## config.mk

```make
export PLATFORM = sky130hd
export DESIGN_NAME = mss_ram
export DESIGN_NICKNAME = d
export VERILOG_FILES = /design/src/mss_ram.sv
export SDC_FILE = /design/constraint.sdc
export NUM_CORES = 2
export LEC_CHECK = 0
export BUFFER_PORTS_ARGS = -buffer_cell sky130_fd_sc_hd__buf_2
export CORE_MARGIN = 8
export CORE_UTILIZATION = 60
export DETAILED_ROUTE_END_ITERATION = 10
export PLACE_DENSITY_LB_ADDON = 0.12
export SKIP_CTS_REPAIR_TIMING = 1
export SLEW_MARGIN = 0
export SYNTH_ARGS = -nofsm -noshare
export SYNTH_HDL_FRONTEND = slang
export SYNTH_SLANG_ARGS = --single-unit
```

## constraint.sdc

```tcl
create_clock -name i_clk -period 16.4 [get_ports i_clk]
set_input_delay 1.64 -clock i_clk [delete_from_list [all_inputs] [get_ports i_clk]]
set_output_delay 1.64 -clock i_clk [all_outputs]
set_load 0.01 [all_outputs]
```

## src/mss_ram.sv

```systemverilog
// Generic single-write, single-read RAM with registered read data.
module mss_ram #(
    parameter int WIDTH = 64,
    parameter int DEPTH = 64
) (
    input  logic                                       i_clk,
    input  logic                                       i_we,
    input  logic [((DEPTH > 1) ? $clog2(DEPTH) : 1)-1:0] i_waddr,
    input  logic [WIDTH-1:0]                           i_wdata,
    input  logic [((DEPTH > 1) ? $clog2(DEPTH) : 1)-1:0] i_raddr,
    output logic [WIDTH-1:0]                           o_rdata
);

    logic [WIDTH-1:0] r_mem [DEPTH];
    logic [WIDTH-1:0] r_rdata;

    always_ff @(posedge i_clk) begin
        if (i_we) begin
            r_mem[i_waddr] <= i_wdata;
        end
        r_rdata <= r_mem[i_raddr];
    end

    assign o_rdata = r_rdata;

endmodule

```

==> results.txt <==
setup TNS -> 0 ns
Max Cap Viol -> 0
fin crit share -> 0.334
Layout area overhead -> 12.0%
Critical Path Start Type -> input port
Die Span X -> 526 um
Die Area -> 277000 sq um
status -> completed
Syn Nets -> 6676
mapped cell area -> 156000 sq um
drc violations -> 0
H-tree depth -> 5
crit-path max FO -> 104
synth warn -> 0
total routed wirelength -> 416000 um
initial antenna violation count -> 32
hold crit path type -> reg -> reg
Clock Tree Buf Depth -> 4
layout cells sized above 1 -> 0.281
IO Port Bufs -> 141
Cells after Synth -> 6598
via count -> 76.1k
worst vdd ir -> 0.0990 mV
Max-slew headroom -> 0.184
CP Data Arrival Time -> 6.18 ns
row count -> 187
register area share after synthesis -> 0.795
CTS tree -> yes
Synth cell types -> 33
Final Net Count -> 7063
syn avg cell area -> 23.7 sq um
Post-DRT Antenna Nets -> 0
IO Pins -> 142
WS Path Type -> in -> reg
Pins Over Slew Limit -> 0
Critical path origin -> i_raddr[0]
CTS buffer count -> 414
Root Driver -> clkbuf_16
detailed placement HPWL -> 217000 um
Congestion Overflow GR -> 0
CP required -> 17.10 ns
Via density -> 7.08
DR pass1 iterations -> 6
CP endpoint kind -> flop
final setup skew -> 0.0645 ns
clk sinks -> 4160
RSZ-0062 raised after global routing -> no
fin crit period -> 5.48 ns
Design Area, Final -> 175000 sq um
Leakage -> 54.8 nW
Synth Register Bits -> 4160
startpoint of the worst hold path -> r_mem[60][2]$_DFFE_PP_
post-DR wirelength/cell -> 38.7 um
Fin. Hold Viols -> 0
number of global-route vias before repair -> 75.9k
Pwr Density -> 126 nW/um^2
RR Startpoint -> r_mem[13][26]$_DFFE_PP_
Iter 0 DRT Violations -> 10.9k
Clk Latency, worst-skew pair -> 0.93 ns
DIE HEIGHT -> 526 um
CORE AREA -> 259000 sq um
first-pass GRT wire length -> 580000 um
routability-driven placement congestion ratio -> 0.785
initial core utilization -> 0.603
Max Freq -> 0.182 GHz
# setup viols final -> 0
Placed Area -> 162000 sq um
largest net degree at the start of global routing -> 110
worst slew pin tran -> 1.22 ns
clk slew on worst S/H paths -> 0.06 ns
All-Layer GR Usage -> 0.297
## path summary, 6_finish.rpt
check                        end  slack, ns  depth (start not counted)
max          o_rdata[11]$_DFF_P_      10.92                          9
min           o_rdata[2]$_DFF_P_       0.84                          4
max reg2reg  o_rdata[26]$_DFF_P_      14.37                          5
min reg2reg   o_rdata[2]$_DFF_P_       0.84                          4
## report_power, final
group | switching (mW) | leakage, nW | internal (mW)
Clock | 3.94 | 6.55 | 5.39
Combinational | 0.606 | 10.8 | 0.357
Sequential | 0.0509 | 37.4 | 11.8
Total | 4.59 | 54.8 | 17.5
## Yosys cell counts
| master | number | area share |
|---|---|---|
| a31o_1 | 1 | 0.000056 |
| buf_2 | 170 | 0.0054 |
| mux4_2 | 1024 | 0.15 |
| and3_1 | 64 | 0.0026 |
| clkbuf_1 | 140 | 0.0034 |
| a22oi_1 | 168 | 0.0081 |
| nand3_1 | 45 | 0.0014 |
| a2bb2oi_1 | 19 | 0.0011 |
| nand2b_1 | 11 | 0.00044 |
| nand3b_1 | 2 | 0.000096 |
| dfxtp_1 | 64 | 0.0082 |
| o221ai_1 | 38 | 0.0021 |
| buf_6 | 6 | 0.00043 |
| or3b_2 | 1 | 0.000056 |
| a22o_1 | 88 | 0.0049 |
| nand4_1 | 2 | 0.000080 |
| buf_4 | 34 | 0.0016 |
| mux2i_1 | 135 | 0.0086 |
| a211oi_1 | 63 | 0.0030 |
| nor3_1 | 2 | 0.000064 |
| nor2_1 | 112 | 0.0027 |
| edfxtp_1 | 4096 | 0.79 |
| or2_2 | 28 | 0.0011 |
| a41oi_1 | 26 | 0.0015 |
| inv_1 | 19 | 0.00046 |
| nand4b_1 | 1 | 0.000056 |
| o22ai_1 | 83 | 0.0033 |
| nor2b_1 | 28 | 0.0011 |
| buf_1 | 20 | 0.00048 |
| and2_1 | 3 | 0.00012 |
| a31oi_1 | 18 | 0.00072 |
| or3_1 | 29 | 0.0012 |
| nand2_1 | 58 | 0.0014 |
## registers in the layout (all words and copies together) (netlist names)
name,cells
r_mem,4096
o_rdata,64
## cell families (layout without fill, tap and decap cells)
kind of cell / after synthesis / count (layout) / synth area share
DFF: 4160 / 4160 / 0.795
muxes: 1159 / 1159 / 0.156
AOI/OAI and AO/OA: 504 / 504 / 0.0248
buffers and inverters: 389 / 1119 / 0.0118
and+or+nand+nor: 386 / 386 / 0.0124
other: 0 / 18 / 0
## layout make-up
class | count | area [sq um]
diodes | 18 | 45.0
clock buffers | 547 | 11300
clock inverters | 212 | 2100
fillers | 15827 | 84300
inverters | 19 | 71.3
multi-input cells | 2049 | 30800
flip-flops and latches | 4160 | 124000
well taps | 3402 | 4260
repair buffers | 341 | 2300
## cell usage in the layout, fill, tap and decap left out, types with 19 or more instances in the layout
cell / count
a2bb2oi_1: 19
clkbuf_1: 96
o22ai_1: 83
dfxtp_1: 64
or3_1: 29
buf_4: 195
mux2i_1: 135
o221ai_1: 38
a22o_1: 88
or2_2: 28
nand3_1: 45
a211oi_1: 62
clkbuf_8: 32
clkbuf_16: 419
a41oi_1: 26
bufinv_16: 35
inv_1: 19
mux4_2: 1024
and3_1: 64
a22oi_1: 168
nor2_4: 65
clkinv_2: 68
nor2_1: 47
edfxtp_1: 4096
nor2b_1: 24
nand2_1: 55
clkinv_1: 76
buf_2: 138
## worst max-delay path, stage by stage
cell	delay, ns
buf_12	0.54
buf_4	0.72
buf_4	0.86
buf_4	0.86
mux4_2	0.61
mux2i_1	0.17
o22ai_1	0.16
a41oi_1	0.24
a211oi_1	0.06
## per-layer routing
metal / vias to the layer above / track usage / part of all wire
met5: - / 0 / 0.00018
met1: 41391 / 0.430 / 0.38
li1: 29270 / - / -
met2: 4712 / 0.469 / 0.48
met4: 12 / 0.0854 / 0.031
met3: 695 / 0.0612 / 0.11
## per-stage QoR
step / std cells / hold WS (ns) / util / worst slack [ns] / total power [mW]
after global routing: 10740 / 0.878 / 0.675 / 10.34 / 22.7
after CTS: 10730 / 0.838 / 0.675 / 10.88 / 22.2
after detailed placement: 9971 / 0.824 / 0.623 / 9.91 / 13.0
final: 10748 / 0.839 / 0.675 / 10.92 / 22.1
after global placement: 9971 / 0.815 / 0.623 / 9.96 / 13.0
after floorplan: 6598 / 0.788 / - / 9.32 / 12.6
Note: power is estimated with default switching activity, not from simulation.
